==> config.mk <==
export PLATFORM = sky130hd
export DESIGN_NAME = source_token_scanner_top
export DESIGN_NICKNAME = d
export VERILOG_FILES = /design/src/sts_pkg.sv /design/src/source_token_scanner_top.sv
export VERILOG_INCLUDE_DIRS = /design/src /design/src/src
export SDC_FILE = /design/constraint.sdc
export NUM_CORES = 1
export LEC_CHECK = 0
export ABC_AREA = 1
export ABC_CLOCK_PERIOD_IN_PS = 12600
export BUFFER_PORTS_ARGS = -buffer_cell sky130_fd_sc_hd__buf_2
export CAP_MARGIN = 20
export CORE_ASPECT_RATIO = 0.9
export CORE_UTILIZATION = 40
export DETAILED_ROUTE_END_ITERATION = 8
export PLACE_DENSITY_LB_ADDON = 0.08
export SLEW_MARGIN = 20
export SYNTH_ARGS = -nofsm -noshare
export SYNTH_HDL_FRONTEND = slang
export SYNTH_SLANG_ARGS = --single-unit
==> constraint.sdc <==
create_clock -name clk -period 12.6 [get_ports clk]
set_input_delay 2.52 -clock clk [delete_from_list [all_inputs] [get_ports clk]]
set_output_delay 2.52 -clock clk [all_outputs]
set_load 0.01 [all_outputs]
==> src/source_token_scanner_top_defines.svh <==
// assertion helpers for the scanner top module
`ifndef SOURCE_TOKEN_SCANNER_TOP_DEFINES_SVH
`define SOURCE_TOKEN_SCANNER_TOP_DEFINES_SVH

// same-cycle implication, checked outside reset
`define STS_ASSERT_NOW(lbl, ante, cons, msg) \
  lbl: assert property (@(posedge clk) disable iff (rst) (ante) |-> (cons)) \
    else $error(msg);

// next-cycle implication, checked outside reset
`define STS_ASSERT_NEXT(lbl, ante, cons, msg) \
  lbl: assert property (@(posedge clk) disable iff (rst) (ante) |=> (cons)) \
    else $error(msg);

`endif

==> src/sts_pkg.sv <==
package sts_pkg;

  localparam int FIELD_BITS = 24;
  localparam int FIFO_DEPTH = 4;
  localparam int PTR_BITS   = 2;
  localparam int CNT_BITS   = 3;

  typedef enum logic [2:0] {
    TOK_BREAK = 3'd0,
    TOK_WORD  = 3'd1,
    TOK_INT   = 3'd2,
    TOK_HEX   = 3'd3,
    TOK_BIN   = 3'd4,
    TOK_FRAC  = 3'd5,
    TOK_END   = 3'd6,
    TOK_ERR   = 3'd7
  } tok_type_t;

  typedef enum logic [2:0] {
    ERR_NONE    = 3'd0,
    ERR_UNKNOWN = 3'd1,
    ERR_DOT     = 3'd2,
    ERR_DDOT    = 3'd3,
    ERR_HEX     = 3'd4,
    ERR_BIN     = 3'd5
  } err_code_t;

  typedef struct packed {
    tok_type_t             kind;
    err_code_t             code;
    logic [FIELD_BITS-1:0] start;
    logic [FIELD_BITS-1:0] stop;
    logic                  last;
  } result_t;

  localparam logic [7:0] CH_NL    = 8'h0a;
  localparam logic [7:0] CH_TAB   = 8'h09;
  localparam logic [7:0] CH_CR    = 8'h0d;
  localparam logic [7:0] CH_SPACE = 8'h20;
  localparam logic [7:0] CH_US    = 8'h5f;
  localparam logic [7:0] CH_DOT   = 8'h2e;
  localparam logic [7:0] CH_X     = 8'h78;
  localparam logic [7:0] CH_B     = 8'h62;
  localparam logic [7:0] CH_0     = 8'h30;
  localparam logic [7:0] CH_1     = 8'h31;
  localparam logic [7:0] CH_9     = 8'h39;
  localparam logic [7:0] CH_LA    = 8'h61;
  localparam logic [7:0] CH_LF    = 8'h66;
  localparam logic [7:0] CH_LZ    = 8'h7a;
  localparam logic [7:0] CH_UA    = 8'h41;
  localparam logic [7:0] CH_UF    = 8'h46;
  localparam logic [7:0] CH_UZ    = 8'h5a;

  function automatic logic is_space(input logic [7:0] c);
    return (c == CH_SPACE) || (c >= CH_TAB && c <= CH_CR);
  endfunction

  function automatic logic is_digit(input logic [7:0] c);
    return c >= CH_0 && c <= CH_9;
  endfunction

  function automatic logic is_alpha(input logic [7:0] c);
    return (c >= CH_LA && c <= CH_LZ) || (c >= CH_UA && c <= CH_UZ);
  endfunction

  function automatic logic is_word(input logic [7:0] c);
    return is_alpha(c) || is_digit(c) || c == CH_US;
  endfunction

  function automatic logic is_hex(input logic [7:0] c);
    return is_digit(c) || (c >= CH_LA && c <= CH_LF) || (c >= CH_UA && c <= CH_UF);
  endfunction

  function automatic logic is_bin(input logic [7:0] c);
    return c == CH_0 || c == CH_1;
  endfunction

endpackage

==> src/source_token_scanner_top.sv <==
// channel  | direction | handshake            | payload
// ---------+-----------+----------------------+--------------------------------------
// char     | in        | char_valid/char_stall | char_code, end_of_input
// token    | out       | token_valid/token_stall | token_type, error_code, token_start,
//          |           |                      | token_end, last_result
// one character request is scanned per cycle while char_stall is low; its results
// land in a 4-entry result queue in the same edge and leave one per cycle on the
// token side while token_stall is low; a request that yields two results leaves
// them one at a time; char_stall rises while fewer than two queue slots are free
// rst clears the scan mode, position, token head and the queue
`include "source_token_scanner_top_defines.svh"

module source_token_scanner_top #(
  parameter int POS_BITS = 24
) (
  input  logic       clk,
  input  logic       rst,
  input  logic       char_valid,
  output logic       char_stall,
  input  logic [7:0] char_code,
  input  logic       end_of_input,
  output logic       token_valid,
  input  logic       token_stall,
  output logic [2:0] token_type,
  output logic [2:0] error_code,
  output logic [sts_pkg::FIELD_BITS-1:0] token_start,
  output logic [sts_pkg::FIELD_BITS-1:0] token_end,
  output logic       last_result
);
  import sts_pkg::*;

  typedef enum logic [3:0] {
    M_IDLE = 4'd0,
    M_GAP  = 4'd1,
    M_WORD = 4'd2,
    M_ZERO = 4'd3,
    M_INT  = 4'd4,
    M_HEXP = 4'd5,
    M_HEX  = 4'd6,
    M_BINP = 4'd7,
    M_BIN  = 4'd8,
    M_DOT  = 4'd9,
    M_FRAC = 4'd10,
    M_HALT = 4'd11
  } mode_t;

  mode_t               mode, mode_next;
  logic [POS_BITS-1:0] position, position_next;
  logic [POS_BITS-1:0] token_head, token_head_next;
  logic [POS_BITS-1:0] pos_prev;

  result_t             fifo_q [FIFO_DEPTH];
  logic [PTR_BITS-1:0] wr_ptr, rd_ptr;
  logic [CNT_BITS-1:0] count, count_next;

  logic [FIELD_BITS-1:0] pos_lo, prev_lo, head_lo;

  logic      accept, pop;
  logic      fin, restart, err, endr;
  err_code_t ecode;
  tok_type_t fin_type;
  result_t   res0, res1, tok_res, tail_res;
  logic [1:0] n_res;

  assign pos_prev = position - 1'b1;

  // outputs keep the low field bits of the position, zero-extended when POS_BITS is narrower
  generate
    if (POS_BITS >= FIELD_BITS) begin : g_trunc
      assign pos_lo  = position[FIELD_BITS-1:0];
      assign prev_lo = pos_prev[FIELD_BITS-1:0];
      assign head_lo = token_head[FIELD_BITS-1:0];
    end else begin : g_ext
      assign pos_lo  = {{(FIELD_BITS-POS_BITS){1'b0}}, position};
      assign prev_lo = {{(FIELD_BITS-POS_BITS){1'b0}}, pos_prev};
      assign head_lo = {{(FIELD_BITS-POS_BITS){1'b0}}, token_head};
    end
  endgenerate

  assign char_stall  = count > CNT_BITS'(FIFO_DEPTH - 2);
  assign accept      = char_valid && !char_stall;
  assign token_valid = count != '0;
  assign pop         = token_valid && !token_stall;

  always_comb begin
    mode_next       = mode;
    position_next   = position;
    token_head_next = token_head;
    fin     = 1'b0;
    restart = 1'b0;
    err     = 1'b0;
    endr    = 1'b0;
    ecode   = ERR_NONE;

    if (mode == M_HALT) begin
      mode_next = M_HALT;
    end else if (end_of_input) begin
      mode_next = M_HALT;
      case (mode)
        M_HEXP: begin
          err = 1'b1; ecode = ERR_HEX;
        end
        M_BINP: begin
          err = 1'b1; ecode = ERR_BIN;
        end
        M_DOT: begin
          err = 1'b1; ecode = ERR_DOT;
        end
        M_IDLE: begin
          endr = 1'b1;
        end
        default: begin
          fin = 1'b1; endr = 1'b1;
        end
      endcase
    end else begin
      position_next = position + 1'b1;
      case (mode)
        M_IDLE: restart = 1'b1;
        M_GAP:  if (!is_space(char_code)) begin fin = 1'b1; restart = 1'b1; end
        M_WORD: if (!is_word(char_code)) begin fin = 1'b1; restart = 1'b1; end
        M_ZERO: begin
          if (is_digit(char_code)) mode_next = M_INT;
          else if (char_code == CH_X) mode_next = M_HEXP;
          else if (char_code == CH_B) mode_next = M_BINP;
          else if (char_code == CH_DOT) mode_next = M_DOT;
          else begin fin = 1'b1; restart = 1'b1; end
        end
        M_INT: begin
          if (char_code == CH_DOT) mode_next = M_DOT;
          else if (!is_digit(char_code)) begin fin = 1'b1; restart = 1'b1; end
        end
        M_HEXP: begin
          if (is_hex(char_code)) mode_next = M_HEX;
          else begin err = 1'b1; ecode = ERR_HEX; end
        end
        M_HEX:  if (!is_hex(char_code)) begin fin = 1'b1; restart = 1'b1; end
        M_BINP: begin
          if (is_bin(char_code)) mode_next = M_BIN;
          else begin err = 1'b1; ecode = ERR_BIN; end
        end
        M_BIN:  if (!is_bin(char_code)) begin fin = 1'b1; restart = 1'b1; end
        M_DOT: begin
          if (is_digit(char_code)) mode_next = M_FRAC;
          else begin err = 1'b1; ecode = ERR_DOT; end
        end
        M_FRAC: begin
          if (char_code == CH_DOT) begin err = 1'b1; ecode = ERR_DDOT; end
          else if (!is_digit(char_code)) begin fin = 1'b1; restart = 1'b1; end
        end
        default: mode_next = M_HALT;
      endcase

      // a char in idle or ending a token opens the next one; non-newline spaces idle
      if (restart) begin
        if (is_space(char_code)) begin
          if (char_code == CH_NL) begin
            mode_next = M_GAP; token_head_next = position;
          end else begin
            mode_next = M_IDLE;
          end
        end else if (is_alpha(char_code) || char_code == CH_US) begin
          mode_next = M_WORD; token_head_next = position;
        end else if (char_code == CH_0) begin
          mode_next = M_ZERO; token_head_next = position;
        end else if (is_digit(char_code)) begin
          mode_next = M_INT; token_head_next = position;
        end else begin
          err = 1'b1; ecode = ERR_UNKNOWN;
        end
      end
      if (err) mode_next = M_HALT;
    end
  end

  always_comb begin
    case (mode)
      M_GAP:         fin_type = TOK_BREAK;
      M_WORD:        fin_type = TOK_WORD;
      M_ZERO, M_INT: fin_type = TOK_INT;
      M_HEX:         fin_type = TOK_HEX;
      M_BIN:         fin_type = TOK_BIN;
      default:       fin_type = TOK_FRAC;
    endcase
  end

  always_comb begin
    tok_res  = '{kind: fin_type, code: ERR_NONE, start: head_lo, stop: prev_lo,
                 last: !(err || endr)};
    tail_res = '{kind: err ? TOK_ERR : TOK_END, code: ecode, start: pos_lo,
                 stop: pos_lo, last: 1'b1};
    res0  = fin ? tok_res : tail_res;
    res1  = tail_res;
    n_res = {1'b0, fin} + {1'b0, err || endr};
  end

  always_comb begin
    count_next = count;
    if (accept) count_next = count_next + CNT_BITS'(n_res);
    if (pop)    count_next = count_next - 1'b1;
  end

  always_ff @(posedge clk) begin
    if (rst) begin
      mode       <= M_IDLE;
      position   <= '0;
      token_head <= '0;
      wr_ptr     <= '0;
      rd_ptr     <= '0;
      count      <= '0;
    end else begin
      if (accept) begin
        mode       <= mode_next;
        position   <= position_next;
        token_head <= token_head_next;
        wr_ptr     <= wr_ptr + PTR_BITS'(n_res);
      end
      if (pop) rd_ptr <= rd_ptr + 1'b1;
      count <= count_next;
    end
  end

  always_ff @(posedge clk) begin
    if (accept && n_res != 2'd0) fifo_q[wr_ptr] <= res0;
    if (accept && n_res == 2'd2) fifo_q[wr_ptr + 1'b1] <= res1;
  end

  assign token_type  = fifo_q[rd_ptr].kind;
  assign error_code  = fifo_q[rd_ptr].code;
  assign token_start = fifo_q[rd_ptr].start;
  assign token_end   = fifo_q[rd_ptr].stop;
  assign last_result = fifo_q[rd_ptr].last;

  `STS_ASSERT_NOW(a_count_depth, 1'b1, count <= CNT_BITS'(FIFO_DEPTH), "result queue overflow")
  `STS_ASSERT_NOW(a_pair_queued, token_valid && !last_result, count >= CNT_BITS'(2),
    "first result of a pair shown without its partner queued")
  `STS_ASSERT_NEXT(a_halt_sticks, accept && mode == M_HALT, mode == M_HALT,
    "scanner left halt without reset")
  `STS_ASSERT_NEXT(a_end_halts, accept && end_of_input, mode == M_HALT,
    "end of input did not halt the scanner")

endmodule
==> flow_metrics.env <==
export IMPL_grt_pass1_wl_microns=71800
export IMPL_grt_max_degree=71
export IMPL_clock_latency_ns=0.58
export IMPL_period_minus_slack_ns=6.46
export IMPL_drv_slew=0
export IMPL_cp_top_family="simple AND/OR/NAND/NOR gates"
export IMPL_place_gp_congestion=0.915
export IMPL_cts_hold_fix_buffers=0
export IMPL_ant_nets=0
export IMPL_die_w_microns=206
export IMPL_async_reset_ff_share_pct=0
export IMPL_drive_gt1_share_pct=10.5
export IMPL_run_status="finished, violations left"
export IMPL_dieArea_sq_um=38400
export IMPL_diodes=0
export IMPL_post_route_period_util_pct=51.3
export IMPL_drc=11
export IMPL_synthCells=1860
export IMPL_dp_hpwl_microns=30400
export IMPL_avgViaCountPerCell=5.57
export IMPL_netlist_cell_type_count=43
export IMPL_cts_tree="built"
export IMPL_grt_setup_unrepaired="no"
export IMPL_crit_chain="buf_2 > nor2_2 > nor2_1 > inv_2 > nand2_2 > clkinv_1 > nor2_1 > nand2_1 > nand3_2 > o21ai_4 > nand2_4 > inv_2 > ha_1 > nor2_1 > inv_1 > nor3_2 > buf_4 > inv_1 > nand2_2 > buf_4"
export IMPL_crit_path_frequent_cell="nor2_1"
export IMPL_cp_arrival_ns=6.67
export IMPL_drv_cap=0
export IMPL_cts_resized=0
export IMPL_final_core_util_pct=45.8
export IMPL_clock_fmax_mhz=155
export IMPL_path_buf_inv=8
export IMPL_portBuffers=69
export IMPL_cts_setup_buffers=0
export IMPL_multi_input_area_sq_um=6430
export IMPL_finalHoldViolations=0
export IMPL_yosys_cell_count_top_type="nand2_1"
export IMPL_power_leakage_nw=7.00
export IMPL_clkTransAtPathRegs_ns=0.06
export IMPL_end_kind="flip-flop"
export IMPL_p_per_area_nw_per_um2=225
export IMPL_core_area_sq_um=36600
export IMPL_track_usage_pct=24.6
export IMPL_setup_viol=0
export IMPL_violations="design-rule violations"
export IMPL_htree_num_levels=1
export IMPL_cts_buffers=30
export IMPL_ys_seq_area_share_pct=51.3
export IMPL_clock_sinks=281
export IMPL_synthesis_area_sq_um=15000
export IMPL_ioPinCount=70
export IMPL_synth_common_cells="464 x nand2_1, 226 x nand3_1, 226 x nor2_1"
export IMPL_die_h_microns=186
export IMPL_cp_required_ns=12.81
export IMPL_postSynthAreaPerCell_sq_um=8.08
export IMPL_vias=13201
export IMPL_synth_seq_cells=281
export IMPL_grt_ovfl_total=0
export IMPL_netlist_area_leader_share_pct=41.6
export IMPL_ff_latch_area_sq_um=7710
export IMPL_slowest_stage="nand2_2"
export IMPL_fillers=3618
export IMPL_peakVddDrop_v=0.000147
export IMPL_fin_setup_tns_ns=0
export IMPL_hold_class="flip-flop to flip-flop"
export IMPL_grt_pass1_vias=12310
export IMPL_syn_num_nets=1882
export IMPL_synthFlopType="edfxtp_1"
export IMPL_tightest_slew_ns=0.926
export IMPL_path_class="primary input to flip-flop"
export IMPL_drt_wl_total_microns=46500
export IMPL_synth_edf_count=208
export IMPL_num_rows=66
export IMPL_synth_top_area_cell="edfxtp_1"
export IMPL_synth_area_leaders="edfxtp_1 42%, nand2_1 12%, dfxtp_1 9.7%"
export IMPL_ys_warnings_count=0
export IMPL_slew_headroom_pct=38.2
export IMPL_cp_slowest_stage_delay_ns=0.58
export IMPL_drt_iter0_markers=1258
export IMPL_root_buffer="clkbuf_16"
export IMPL_initial_core_util_pct=41.1
export IMPL_area_delta_synth_final_pct=11.4
export IMPL_finalNetCount=1892
export IMPL_skew_ns=0.0230
export IMPL_drtPass1Iterations=8
export IMPL_cp_start_kind="primary input"
export IMPL_path_max_fanout=54
export IMPL_antenna_found_initial=0
export IMPL_cts_buffer_depth=3
export IMPL_wl_per_cell_microns=19.6
[path summary, 6_finish.rpt]
check / start / endpoint / slack [ns] / depth (start not counted)
min: rd_ptr[1] / flip-flop / 0.46 / 2
max reg2reg: mode[1] / fifo_q[3][10] / 7.83 / 17
max: char_code[1] / fifo_q[3][10] / 6.14 / 20
min reg2reg: rd_ptr[1] / flip-flop / 0.46 / 2
[cell type report]
class	count	share of cell area, %
timing repair buffer	88	2.92
inverter	126	2.84
clock inverter	14	1.08
multi-input combinational	1343	38.4
clock buffer	42	5.08
tap	476	3.56
sequential	281	46.1
[cells in the final DEF (no fill, tap or decap), types with 5 or more instances in the layout]
cell / n
clkbuf_1: 7
clkinv_1: 6
xor2_1: 23
o21ai_0: 173
buf_4: 19
nand2_2: 9
dfxtp_1: 71
nand3_1: 226
nand2_1: 460
clkinv_2: 11
nor4_1: 5
edfxtp_1: 208
buf_2: 69
ha_1: 8
nor2_2: 8
o22ai_1: 63
a21oi_1: 62
inv_2: 15
nor3_1: 27
inv_1: 103
o21ai_1: 6
clkbuf_16: 31
nor2_1: 225
nand2_8: 10
nand4_1: 12
[routing by layer]
layer	vias up	global-route usage, %	routed length [microns]
li1	6334	-	-
met1	6284	35.8	21500
met2	500	38.3	20300
met3	83	3.50	3710
met4	0	5.82	1060
met5	-	0	0
[stage by stage]
| step | instance area (sq um) | power [mW] | hold slack (ns) | setup WS [ns] | instances |
|---|---|---|---|---|---|
| final | 16700 | 3.77 | 0.459 | 6.14 | 2370 |
| after global routing | 16700 | 4.00 | 0.482 | 5.72 | 2370 |
| after CTS | 16700 | 3.79 | 0.462 | 6.14 | 2370 |
| after detailed placement | 15700 | 2.87 | 0.451 | 5.54 | 2314 |
| after global placement | 15700 | 2.86 | 0.448 | 5.55 | 2314 |
| after floorplan | 15000 | 2.35 | 0.436 | 6.46 | 1860 |
[kinds of logic after synthesis]
group	count (synthesis)	share of synthesized area (%)
and+or+nand+nor	1001	29.3
DFF	281	51.3
AOI/OAI and AO/OA	309	11.0
buffers and inverters	236	6.30
xor gates and xnor gates	24	1.40
adders and majority gates	9	0.799
[flip-flops by register name (all words and copies together), names as in the netlist, named ones only]
| register | count |
|---|---|
| mode | 4 |
| count | 3 |
| head_lo | 24 |
| wr_ptr | 2 |
| rd_ptr | 2 |
| fifo_q | 220 |
| pos_lo | 24 |
[worst min-delay path: stages, from the launching register on]
cell	delay, ns
dfxtp_1	0.30
inv_1	0.05
a21oi_1	0.06
[power by group]
part / leakage [nW] / total (mW) / switching (mW) / internal [mW]
sequential: 2.48 / 1.41 / 0.102 / 1.31
clock: 0.515 / 0.925 / 0.372 / 0.552
combinational: 4.01 / 1.44 / 1.05 / 0.383
total: 7.00 / 3.77 / 1.53 / 2.24
Note: power is estimated with default switching activity, not from simulation.
